## src/rtl/mts_pkg.sv

```systemverilog
// Shared types, codes and pattern functions of the memory test sequencer.
package mts_pkg;

    localparam logic [31:0] BASE_ADDRESS = 32'h0000_0000;
    localparam logic [20:0] FULL_WORDS   = 21'd1048576;

    localparam logic [31:0] PAT_DEADBEEF = 32'hDEAD_BEEF;
    localparam logic [31:0] PAT_AA       = 32'hAAAA_AAAA;
    localparam logic [31:0] PAT_55       = 32'h5555_5555;
    localparam logic [31:0] PAT_ONES     = 32'hFFFF_FFFF;
    localparam logic [5:0]  WALK_STEPS   = 6'd32;

    // register indexes
    localparam logic [2:0] CFG_TEST_KIND      = 3'd0;
    localparam logic [2:0] CFG_PATTERN_MODE   = 3'd1;
    localparam logic [2:0] CFG_WORD_COUNT     = 3'd2;
    localparam logic [2:0] CFG_WORD_STEP      = 3'd3;
    localparam logic [2:0] CFG_READS_PER_WORD = 3'd4;

    localparam logic TK_QUICK  = 1'b0;
    localparam logic TK_DETAIL = 1'b1;

    localparam logic ACT_START = 1'b0;
    localparam logic ACT_DONE  = 1'b1;

    // quick test patterns
    localparam logic [2:0] QP_ZEROS    = 3'd0;
    localparam logic [2:0] QP_ONES     = 3'd1;
    localparam logic [2:0] QP_DEADBEEF = 3'd2;
    localparam logic [2:0] QP_WALK1    = 3'd3;
    localparam logic [2:0] QP_AA       = 3'd4;

    // detail test pattern sets
    localparam logic [2:0] DP_A5    = 3'd0;
    localparam logic [2:0] DP_WALK1 = 3'd1;
    localparam logic [2:0] DP_WALK0 = 3'd2;

    localparam logic [1:0] CMD_WRITE  = 2'd0;
    localparam logic [1:0] CMD_READ   = 2'd1;
    localparam logic [1:0] CMD_FINISH = 2'd2;
    localparam logic [1:0] CMD_IDLE   = 2'd3;

    typedef enum logic [3:0] {
        PH_IDLE   = 4'b0001,
        PH_QWRITE = 4'b0010,
        PH_QREAD  = 4'b0100,
        PH_DETAIL = 4'b1000
    } t_phase;

    typedef struct packed {
        logic        test_kind;
        logic [2:0]  pattern_mode;
        logic [20:0] word_count;
        logic [20:0] word_step;
        logic [7:0]  reads_per_word;
    } t_cfg;

    typedef struct packed {
        logic [1:0]  command;
        logic [31:0] address;
        logic [31:0] write_data;
        logic        checked;
        logic        mismatch;
        logic [31:0] checked_address;
        logic [31:0] error_count;
        logic [20:0] words_tested;
    } t_result;

    function automatic logic [20:0] eff_count(input t_cfg cfg);
        logic [20:0] c;
        c = cfg.word_count;
        if (c == 21'd0 || c > FULL_WORDS) begin
            c = FULL_WORDS;
        end
        return c;
    endfunction

    function automatic logic [20:0] eff_step(input t_cfg cfg);
        return (cfg.word_step == 21'd0) ? 21'd1 : cfg.word_step;
    endfunction

    function automatic logic [31:0] quick_pattern(input logic [2:0] mode,
                                                  input logic [4:0] idx);
        logic [31:0] p;
        case (mode)
            QP_ONES:     p = PAT_ONES;
            QP_DEADBEEF: p = PAT_DEADBEEF;
            QP_WALK1:    p = 32'd1 << idx;
            QP_AA:       p = PAT_AA;
            default:     p = 32'd0;
        endcase
        return p;
    endfunction

    function automatic logic [5:0] detail_count(input logic [2:0] mode);
        logic [5:0] n;
        case (mode)
            DP_A5:    n = 6'd2;
            DP_WALK1: n = WALK_STEPS;
            DP_WALK0: n = WALK_STEPS;
            default:  n = 6'd1;
        endcase
        return n;
    endfunction

    function automatic logic [31:0] detail_pattern(input logic [2:0] mode,
                                                   input logic [4:0] s);
        logic [31:0] p;
        case (mode)
            DP_A5:    p = s[0] ? PAT_AA : PAT_55;
            DP_WALK1: p = 32'd1 << s;
            DP_WALK0: p = ~(32'd1 << s);
            default:  p = 32'd0;
        endcase
        return p;
    endfunction

    function automatic logic [31:0] word_address(input logic [20:0] idx);
        return BASE_ADDRESS + {9'd0, idx, 2'b00};
    endfunction

endpackage

```

## src/rtl/mts_if.sv

```systemverilog
// Handshake channel interfaces of the memory test sequencer.
interface mts_in_if;
    logic        valid;
    logic        ready;
    logic        action;
    logic [31:0] read_data;

    modport source (output valid, output action, output read_data, input ready);
    modport sink   (input valid, input action, input read_data, output ready);
endinterface

interface mts_out_if;
    logic        valid;
    logic        ready;
    logic [1:0]  command;
    logic [31:0] address;
    logic [31:0] write_data;
    logic        checked;
    logic        mismatch;
    logic [31:0] checked_address;
    logic [31:0] error_count;
    logic [20:0] words_tested;

    modport source (output valid, output command, output address, output write_data,
                    output checked, output mismatch, output checked_address,
                    output error_count, output words_tested, input ready);
    modport sink   (input valid, input command, input address, input write_data,
                    input checked, input mismatch, input checked_address,
                    input error_count, input words_tested, output ready);
endinterface

interface mts_cfg_if;
    logic        valid;
    logic        ready;
    logic [2:0]  index;
    logic [20:0] data;

    modport source (output valid, output index, output data, input ready);
    modport sink   (input valid, input index, input data, output ready);
endinterface

```

## src/rtl/mts_seq.sv

```systemverilog
// Test sequencer state and the next-access logic for one request.
module mts_seq (
    input  logic              i_clk,
    input  logic              i_rst_n,
    input  mts_pkg::t_cfg     i_cfg,
    input  logic              i_fire,
    input  logic              i_action,
    input  logic [31:0]       i_read_data,
    output mts_pkg::t_result  o_result
);
    import mts_pkg::*;

    t_phase      r_phase,   n_phase;
    logic [20:0] r_word,    n_word;
    logic [4:0]  r_sub,     n_sub;
    logic [7:0]  r_rd,      n_rd;
    logic [31:0] r_errs,    n_errs;
    logic        r_pend_rd, n_pend_rd;
    logic [31:0] r_pend_addr, n_pend_addr;
    logic [31:0] r_pend_exp,  n_pend_exp;

    logic [20:0] cnt;
    logic [21:0] nw_sum;
    logic        nw_ok;
    logic        rd_more;
    logic        sub_more;
    logic        do_issue;
    logic        iss_rd;
    logic [31:0] iss_data;
    logic        do_finish;
    logic        do_dnext;
    t_result     res;

    assign cnt      = eff_count(i_cfg);
    assign nw_sum   = {1'b0, r_word} + {1'b0, eff_step(i_cfg)};
    assign nw_ok    = nw_sum < {1'b0, cnt};
    assign rd_more  = ({1'b0, r_rd} + 9'd1) < {1'b0, i_cfg.reads_per_word};
    assign sub_more = ({1'b0, r_sub} + 6'd1) < detail_count(i_cfg.pattern_mode);

    always_comb begin
        n_phase     = r_phase;
        n_word      = r_word;
        n_sub       = r_sub;
        n_rd        = r_rd;
        n_errs      = r_errs;
        n_pend_rd   = r_pend_rd;
        n_pend_addr = r_pend_addr;
        n_pend_exp  = r_pend_exp;
        do_issue    = 1'b0;
        iss_rd      = 1'b0;
        iss_data    = 32'd0;
        do_finish   = 1'b0;
        do_dnext    = 1'b0;
        res         = '0;

        if (i_action == ACT_START) begin
            n_errs = 32'd0;
            n_word = 21'd0;
            n_sub  = 5'd0;
            n_rd   = 8'd0;
            do_issue = 1'b1;
            if (i_cfg.test_kind == TK_QUICK) begin
                n_phase  = PH_QWRITE;
                iss_data = quick_pattern(i_cfg.pattern_mode, 5'd0);
            end else begin
                n_phase  = PH_DETAIL;
                iss_data = detail_pattern(i_cfg.pattern_mode, 5'd0);
            end
        end else if (r_phase == PH_IDLE) begin
            res.command = CMD_IDLE;
        end else begin
            // check the read issued last
            if (r_pend_rd) begin
                res.checked         = 1'b1;
                res.checked_address = r_pend_addr;
                if (i_read_data != r_pend_exp) begin
                    res.mismatch = 1'b1;
                    if (r_errs != PAT_ONES) begin
                        n_errs = r_errs + 32'd1;
                    end
                end
            end

            case (r_phase)
                PH_QWRITE: begin
                    if (nw_ok) begin
                        n_word   = nw_sum[20:0];
                        do_issue = 1'b1;
                        iss_data = quick_pattern(i_cfg.pattern_mode, nw_sum[4:0]);
                    end else begin
                        n_phase = PH_QREAD;
                        n_word  = 21'd0;
                        n_rd    = 8'd0;
                        if (i_cfg.reads_per_word == 8'd0) begin
                            do_finish = 1'b1;
                        end else begin
                            do_issue = 1'b1;
                            iss_rd   = 1'b1;
                            iss_data = quick_pattern(i_cfg.pattern_mode, 5'd0);
                        end
                    end
                end
                PH_QREAD: begin
                    if (rd_more) begin
                        n_rd     = r_rd + 8'd1;
                        do_issue = 1'b1;
                        iss_rd   = 1'b1;
                        iss_data = quick_pattern(i_cfg.pattern_mode, r_word[4:0]);
                    end else begin
                        n_rd = 8'd0;
                        if (i_cfg.reads_per_word != 8'd0 && nw_ok) begin
                            n_word   = nw_sum[20:0];
                            do_issue = 1'b1;
                            iss_rd   = 1'b1;
                            iss_data = quick_pattern(i_cfg.pattern_mode, nw_sum[4:0]);
                        end else begin
                            do_finish = 1'b1;
                        end
                    end
                end
                PH_DETAIL: begin
                    if (!r_pend_rd) begin
                        n_rd = 8'd0;
                        if (i_cfg.reads_per_word != 8'd0) begin
                            do_issue = 1'b1;
                            iss_rd   = 1'b1;
                            iss_data = r_pend_exp;
                        end else begin
                            do_dnext = 1'b1;
                        end
                    end else if (rd_more) begin
                        n_rd     = r_rd + 8'd1;
                        do_issue = 1'b1;
                        iss_rd   = 1'b1;
                        iss_data = r_pend_exp;
                    end else begin
                        n_rd     = 8'd0;
                        do_dnext = 1'b1;
                    end
                end
                default: begin
                    n_phase = PH_IDLE;
                end
            endcase

            // advance to the next sub-pattern, or the next word
            if (do_dnext) begin
                if (sub_more) begin
                    n_sub    = r_sub + 5'd1;
                    do_issue = 1'b1;
                    iss_data = detail_pattern(i_cfg.pattern_mode, r_sub + 5'd1);
                end else begin
                    n_sub = 5'd0;
                    if (nw_ok) begin
                        n_word   = nw_sum[20:0];
                        do_issue = 1'b1;
                        iss_data = detail_pattern(i_cfg.pattern_mode, 5'd0);
                    end else begin
                        do_finish = 1'b1;
                    end
                end
            end
        end

        if (do_issue) begin
            n_pend_rd      = iss_rd;
            n_pend_addr    = word_address(n_word);
            n_pend_exp     = iss_data;
            res.command    = iss_rd ? CMD_READ : CMD_WRITE;
            res.address    = word_address(n_word);
            res.write_data = iss_data;
        end
        if (do_finish) begin
            n_phase          = PH_IDLE;
            n_pend_rd        = 1'b0;
            res.command      = CMD_FINISH;
            res.words_tested = cnt;
        end
        res.error_count = n_errs;
    end

    assign o_result = res;

    always_ff @(posedge i_clk) begin
        if (!i_rst_n) begin
            r_phase     <= PH_IDLE;
            r_word      <= 21'd0;
            r_sub       <= 5'd0;
            r_rd        <= 8'd0;
            r_errs      <= 32'd0;
            r_pend_rd   <= 1'b0;
            r_pend_addr <= 32'd0;
            r_pend_exp  <= 32'd0;
        end else if (i_fire) begin
            r_phase     <= n_phase;
            r_word      <= n_word;
            r_sub       <= n_sub;
            r_rd        <= n_rd;
            r_errs      <= n_errs;
            r_pend_rd   <= n_pend_rd;
            r_pend_addr <= n_pend_addr;
            r_pend_exp  <= n_pend_exp;
        end
    end

endmodule

```

## src/rtl/memory_test_sequencer.sv

```systemverilog
// Top level of the memory test sequencer: configuration, handshake and result register.
// Memory test sequencer. A start request begins a quick or detail test; every
// access-completed request returns the read data of the last access, which is
// compared with the expected pattern, and the block answers with the next
// write or read command (or finished, or idle). One request is taken every
// clock cycle; its answer enters the output register on acceptance, and the
// next request is taken while that answer waits, as long as the sink takes
// it in the same cycle. The rate is set by the single pass through the
// next-access logic (21-bit word step add and compare) between the sequencer
// state and the output register. Configuration writes are always accepted
// and should be issued while no request is in flight.
module memory_test_sequencer (
    input  logic     i_clk,
    input  logic     i_rst_n,
    mts_in_if.sink   i_in,
    mts_cfg_if.sink  i_cfg,
    mts_out_if.source o_out
);
    import mts_pkg::*;

    t_cfg    r_cfg;
    t_result r_res;
    logic    r_out_valid;
    t_result seq_res;
    logic    fire;

    assign i_in.ready  = !r_out_valid || o_out.ready;
    assign fire        = i_in.valid && i_in.ready;
    assign i_cfg.ready = 1'b1;

    always_ff @(posedge i_clk) begin
        if (!i_rst_n) begin
            r_cfg.test_kind      <= TK_QUICK;
            r_cfg.pattern_mode   <= QP_ZEROS;
            r_cfg.word_count     <= 21'd0;
            r_cfg.word_step      <= 21'd1;
            r_cfg.reads_per_word <= 8'd1;
        end else if (i_cfg.valid) begin
            case (i_cfg.index)
                CFG_TEST_KIND:      r_cfg.test_kind      <= i_cfg.data[0];
                CFG_PATTERN_MODE:   r_cfg.pattern_mode   <= i_cfg.data[2:0];
                CFG_WORD_COUNT:     r_cfg.word_count     <= i_cfg.data;
                CFG_WORD_STEP:      r_cfg.word_step      <= i_cfg.data;
                CFG_READS_PER_WORD: r_cfg.reads_per_word <= i_cfg.data[7:0];
                default: begin
                end
            endcase
        end
    end

    mts_seq u_seq (
        .i_clk       (i_clk),
        .i_rst_n     (i_rst_n),
        .i_cfg       (r_cfg),
        .i_fire      (fire),
        .i_action    (i_in.action),
        .i_read_data (i_in.read_data),
        .o_result    (seq_res)
    );

    // hold the answer until the sink takes it
    always_ff @(posedge i_clk) begin
        if (!i_rst_n) begin
            r_out_valid <= 1'b0;
        end else if (fire) begin
            r_out_valid <= 1'b1;
        end else if (o_out.ready) begin
            r_out_valid <= 1'b0;
        end
    end

    always_ff @(posedge i_clk) begin
        if (fire) begin
            r_res <= seq_res;
        end
    end

    assign o_out.valid           = r_out_valid;
    assign o_out.command         = r_res.command;
    assign o_out.address         = r_res.address;
    assign o_out.write_data      = r_res.write_data;
    assign o_out.checked         = r_res.checked;
    assign o_out.mismatch        = r_res.mismatch;
    assign o_out.checked_address = r_res.checked_address;
    assign o_out.error_count     = r_res.error_count;
    assign o_out.words_tested    = r_res.words_tested;

endmodule

```

## src/flat_wrapper.sv

```systemverilog
// flat-port wrapper written by rule: the top's interface ports become plain ports
module memory_test_sequencer_flat import mts_pkg::*;
  (i_clk, i_rst_n, i_in_valid, i_in_action, i_in_read_data, i_in_ready, i_cfg_valid, i_cfg_index, i_cfg_data, i_cfg_ready, o_out_valid, o_out_command, o_out_address, o_out_write_data, o_out_checked, o_out_mismatch, o_out_checked_address, o_out_error_count, o_out_words_tested, o_out_ready);
  mts_in_if i_in_i ();
  mts_cfg_if i_cfg_i ();
  mts_out_if o_out_i ();
  input  logic i_clk;
  input  logic i_rst_n;
  input wire logic [$bits(i_in_i.valid)-1:0] i_in_valid;
  input wire logic [$bits(i_in_i.action)-1:0] i_in_action;
  input wire logic [$bits(i_in_i.read_data)-1:0] i_in_read_data;
  output wire logic [$bits(i_in_i.ready)-1:0] i_in_ready;
  input wire logic [$bits(i_cfg_i.valid)-1:0] i_cfg_valid;
  input wire logic [$bits(i_cfg_i.index)-1:0] i_cfg_index;
  input wire logic [$bits(i_cfg_i.data)-1:0] i_cfg_data;
  output wire logic [$bits(i_cfg_i.ready)-1:0] i_cfg_ready;
  output wire logic [$bits(o_out_i.valid)-1:0] o_out_valid;
  output wire logic [$bits(o_out_i.command)-1:0] o_out_command;
  output wire logic [$bits(o_out_i.address)-1:0] o_out_address;
  output wire logic [$bits(o_out_i.write_data)-1:0] o_out_write_data;
  output wire logic [$bits(o_out_i.checked)-1:0] o_out_checked;
  output wire logic [$bits(o_out_i.mismatch)-1:0] o_out_mismatch;
  output wire logic [$bits(o_out_i.checked_address)-1:0] o_out_checked_address;
  output wire logic [$bits(o_out_i.error_count)-1:0] o_out_error_count;
  output wire logic [$bits(o_out_i.words_tested)-1:0] o_out_words_tested;
  input wire logic [$bits(o_out_i.ready)-1:0] o_out_ready;
  assign i_in_i.valid = i_in_valid;
  assign i_in_i.action = i_in_action;
  assign i_in_i.read_data = i_in_read_data;
  assign i_in_ready = i_in_i.ready;
  assign i_cfg_i.valid = i_cfg_valid;
  assign i_cfg_i.index = i_cfg_index;
  assign i_cfg_i.data = i_cfg_data;
  assign i_cfg_ready = i_cfg_i.ready;
  assign o_out_valid = o_out_i.valid;
  assign o_out_command = o_out_i.command;
  assign o_out_address = o_out_i.address;
  assign o_out_write_data = o_out_i.write_data;
  assign o_out_checked = o_out_i.checked;
  assign o_out_mismatch = o_out_i.mismatch;
  assign o_out_checked_address = o_out_i.checked_address;
  assign o_out_error_count = o_out_i.error_count;
  assign o_out_words_tested = o_out_i.words_tested;
  assign o_out_i.ready = o_out_ready;
  memory_test_sequencer u_core (.i_clk(i_clk), .i_rst_n(i_rst_n), .i_in(i_in_i), .i_cfg(i_cfg_i), .o_out(o_out_i));
endmodule
```

## config.mk

```make
export PLATFORM = sky130hd
export DESIGN_NAME = memory_test_sequencer_flat
export DESIGN_NICKNAME = d
export VERILOG_FILES = /design/src/rtl/mts_pkg.sv /design/src/rtl/mts_if.sv /design/src/rtl/mts_seq.sv /design/src/rtl/memory_test_sequencer.sv /design/src/flat_wrapper.sv
export SDC_FILE = /design/constraint.sdc
export NUM_CORES = 1
export LEC_CHECK = 0
export BUFFER_PORTS_ARGS = -buffer_cell sky130_fd_sc_hd__clkbuf_2
export CAP_MARGIN = 20
export CORE_MARGIN = 1
export CORE_UTILIZATION = 45
export DETAILED_ROUTE_END_ITERATION = 12
export HOLD_SLACK_MARGIN = 0.08
export PLACE_DENSITY_LB_ADDON = 0.15
export SLEW_MARGIN = 20
export SYNTH_ARGS = -nofsm -noshare
export SYNTH_HDL_FRONTEND = slang
export SYNTH_HIERARCHICAL = 1
export SYNTH_SLANG_ARGS = --single-unit
```

## constraint.sdc

```tcl
create_clock -name i_clk -period 8.5 [get_ports i_clk]
set_clock_uncertainty 0.2 [all_clocks]
set_input_delay 0.425 -clock i_clk [delete_from_list [all_inputs] [get_ports i_clk]]
set_output_delay 0.425 -clock i_clk [all_outputs]
set_load 0.03 [all_outputs]
```

==> flow_summary.toml <==
[status]
status = "finished, final reports clean"

[placement]
numPortBuffers = 216
dpl_cell_area_mm2 = 0.0196
hpwlAfterDp_um = 40500
gp_congestion = 0.960

[routing]
routed-via-count = 16042
antenna_left = 0
drt-initial-drc-count = 1423
viasPerCell = 5.87
drt_first_pass_iters = 6
routed_wl_um = 55900
routedWlPerCell_um = 20.5
drcViolationCount = 0

[worst_setup_path]
r2r_start = "u_core/r_cfg[27]"
worstPathArrival_ns = 6.99
critical_path_class = "reg2reg"
crit_fanout = 19
reg2reg_to = "u_core/o_out.address[13]"
rr_worst_depth = 22
worstSetupStartpointType = "flip-flop"
end_kind = "flip-flop"
critical_path_required_ns = 8.59
reg2reg_slack_ns = 1.60

[finish]
final_util_pct = 52.6
final_area_mm2 = 0.0211
drive_gt1_share_pct = 15.5
fill_cells = 3751
diodes = 0
layout.nets = 2300
synthToLayoutAreaGrowth_pct = 14.6

[sta]
finalCriticalPeriod_ns = 6.90
drv_slew = 0
hold_ws_ns = 0.234
timing.final.crit_share_pct = 81.2
worstMarginPinSlew_ns = 1.06
setup-tns-final_ns = 0
setup_viol = 0
hold_viol = 0
fmaxAchievable_mhz = 145
grt_setup_unrepaired = "false"
maxSlewHeadroom_pct = 28.5

[clock_network]
path_clk_slew_ns = 0.06
cts.path.max_buffers = 3
h-tree-depth = 2
cts_buffers = 37
cts_setup_buffers = 0
clk_latency_ns = 0.56
root_buffer = "clkbuf_16"
cts_num_sinks = 332
cts_tree = "done"
post_cts_resized = 0

[synth]
synth_compound_area_share_pct = 20.4
synth_cell_type_count = 88
synth_edf_count = 153
async_flop_share_pct = 0
synthXorXnorAreaFrac_pct = 4.29
yosysSeqAreaShare_pct = 44.5
syn_inst = 2023
ys_ff_latch = 332
synth_area_mm2 = 0.0184
synth_mux_area_share_pct = 3.21
syn_avg_cell_area_um2 = 9.09
synth_fa_ha_area_share_pct = 3.99
synth_top_family_by_area = "compound AO/OA/AOI/OAI gates"
synth_ff_type = "dfxtp_1"
yosys_warnings = 6
synth_simple_gate_area_share_pct = 18.3

[pwr]
peakVddDrop_mv = 0.119
finalPower_uw = 3920
cellPowerDensity_mw_per_mm2 = 186
power.leakage_uw = 0.00846

[grt]
antenna_found_initial = 0
grt_pass1_wl_um = 85300
grt_start_max_net_pins = 160
grt_usage_pct = 26.3
grt-ovfl-total = 0
grt_pass1_vias = 14869

[min_path]
worstHoldStart = "i_cfg_valid"
holdPathStages = 3
hold_path.class = "in2reg"
min_to = "u_core/r_cfg[51]"

[floorplanning]
start_util_pct = 45.9
io_pins = 218
num_rows = 73
die_y_um = 204
core_mm2 = 0.0400
die-area_mm2 = 0.0417
die_w_um = 204

[run]
max-cap-violations = 0
registers in the layout, summed over array words and instances, names as in the netlist:
register,count
u_core/u_seq/r_pend_addr,21
u_core/o_out.checked,1
u_core/o_out.checked_address,32
u_core/u_seq/r_rd,8
u_core/o_out.write_data,32
u_core/o_out.mismatch,1
u_core/u_seq/r_sub,5
u_core/u_seq/r_pend_rd,1
u_core/o_out.error_count,32
u_core/u_seq/r_pend_exp,32
u_core/r_cfg,54
u_core/u_seq/r_word,21
u_core/o_out.valid,1
u_core/o_out.address,32
u_core/u_seq/r_phase,4
u_core/u_seq/r_errs,32
u_core/o_out.command,2
u_core/o_out.words_tested,21
timing repair:
action                     4_1_cts  5_1_grt
hold endpoints to repair        63        0
hold buffers                    26        0
setup endpoints to repair        0        0
per-layer routing:
layer / track usage, % / wire length (um) / part of all wire, %
met1: 38.9 / 26400 / 47
met2: 39.1 / 24000 / 43
met3: 4.03 / 4080 / 7.3
met4: 8.48 / 1430 / 2.6
met5: 0 / 0 / 0
worst max path at each step:
| stage | slack, ns | end | start |
|---|---|---|---|
| global route | 1.11 | u_core/o_out.address[11] | u_core/r_cfg[26] |
| CTS | 1.69 | u_core/o_out.address[13] | u_core/r_cfg[24] |
| floorplan | 2.42 | u_core/u_seq/r_errs[3] | o_out_ready |
| detailed placement | 1.73 | u_core/o_out.address[13] | u_core/r_cfg[24] |
| global placement | 1.82 | u_core/o_out.address[11] | u_core/r_cfg[24] |
| finish | 1.60 | u_core/o_out.address[13] | u_core/r_cfg[27] |
metrics by stage:
step           std cells  setup WS [ns]
6_report            2733           1.60
3_3_place_gp        2639           1.82
5_1_grt             2733           1.11
3_5_place_dp        2640           1.73
4_1_cts             2733           1.69
2_1_floorplan       2044           2.42
critical path: stages, from the launching register on:
cell and delay [ns]:
dfxtp_1 0.38, nor4_1 0.08, and3_1 0.21, a31o_2 0.21
ha_1 0.20, fa_1 0.44, a211oi_1 0.31, o21ai_0 0.26
a221oi_1 0.44, o21bai_1 0.16, a21oi_1 0.16, o21ai_0 0.10
xor2_1 0.20, ha_1 0.31, nand3_1 0.10, nor3_2 0.25
nand2_1 0.08, o31a_1 0.32, and3_1 0.50, o21ai_4 0.51
and3_1 0.65, nand2b_1 0.44, nor2_1 0.11
layout make-up:
class	instances	area, um^2	area share (%)
Clock inverter	17	186	0.885
Clock buffer	50	1030	4.87
Inverter	34	128	0.606
Tap cell	525	657	3.12
Sequential cell	332	8180	38.8
Timing Repair Buffer	267	1540	7.32
Multi-Input combinational cell	1508	9350	44.4
synth_stat cells, types with 12 or more instances:
master	number	share of area [%]
a31oi_1	36	1.2
nor3_1	24	0.65
o21ai_0	156	4.2
xnor2_1	30	1.4
ha_1	57	3.9
nor2_1	187	3.8
a211oi_1	24	0.98
xor2_1	60	2.9
or2_2	12	0.41
a221o_1	14	0.76
and3_1	41	1.4
buf_2	38	1.0
nor4_1	26	0.88
nand3b_1	12	0.49
nand4_1	20	0.68
mux2i_1	59	3.2
o21ai_1	15	0.41
a311oi_1	15	0.71
nand2b_1	25	0.85
o31ai_1	27	1.1
a22oi_1	23	0.94
buf_4	26	1.1
o22ai_1	15	0.51
o21a_1	16	0.65
and2_1	31	1.1
or3_1	16	0.54
nand3_1	44	1.2
dfxtp_1	179	19
edfxtp_1	153	25
inv_1	34	0.69
a21oi_1	144	3.9
clkbuf_1	93	1.9
nand2_1	222	4.5
cells by family (layout without fill, tap and decap cells):
logic type | Yosys count | in the layout
simple gates | 695 | 695
compound gates | 583 | 583
flops | 332 | 332
buf+inv | 204 | 368
xor+xnor | 90 | 90
mux | 59 | 59
fa+ha+maj | 58 | 58
other cells | 2 | 23
placed cells by master (no fill, tap or decap), types with 24 or more instances in the layout:
master / instances
nand2_1: 222
clkbuf_2: 215
nor2_1: 186
dfxtp_1: 179
o21ai_0: 156
edfxtp_1: 153
a21oi_1: 144
xor2_1: 60
mux2i_1: 59
ha_1: 57
nand3_1: 44
and3_1: 41
clkbuf_16: 38
a31oi_1: 35
inv_1: 34
xnor2_1: 30
and2_1: 30
o31ai_1: 27
dlygate4sd3_1: 26
nor4_1: 26
nand2b_1: 25
buf_4: 24
nor3_1: 24
a211oi_1: 24
power breakdown:
part	leakage [uW]	switching [uW]	internal, uW	total (uW)
combinational	0.00488	371	150	520
sequential	0.00299	52.3	1740	1790
clock	0.000593	665	945	1610
total	0.00846	1090	2830	3920
Note: power is estimated with default switching activity, not from simulation.
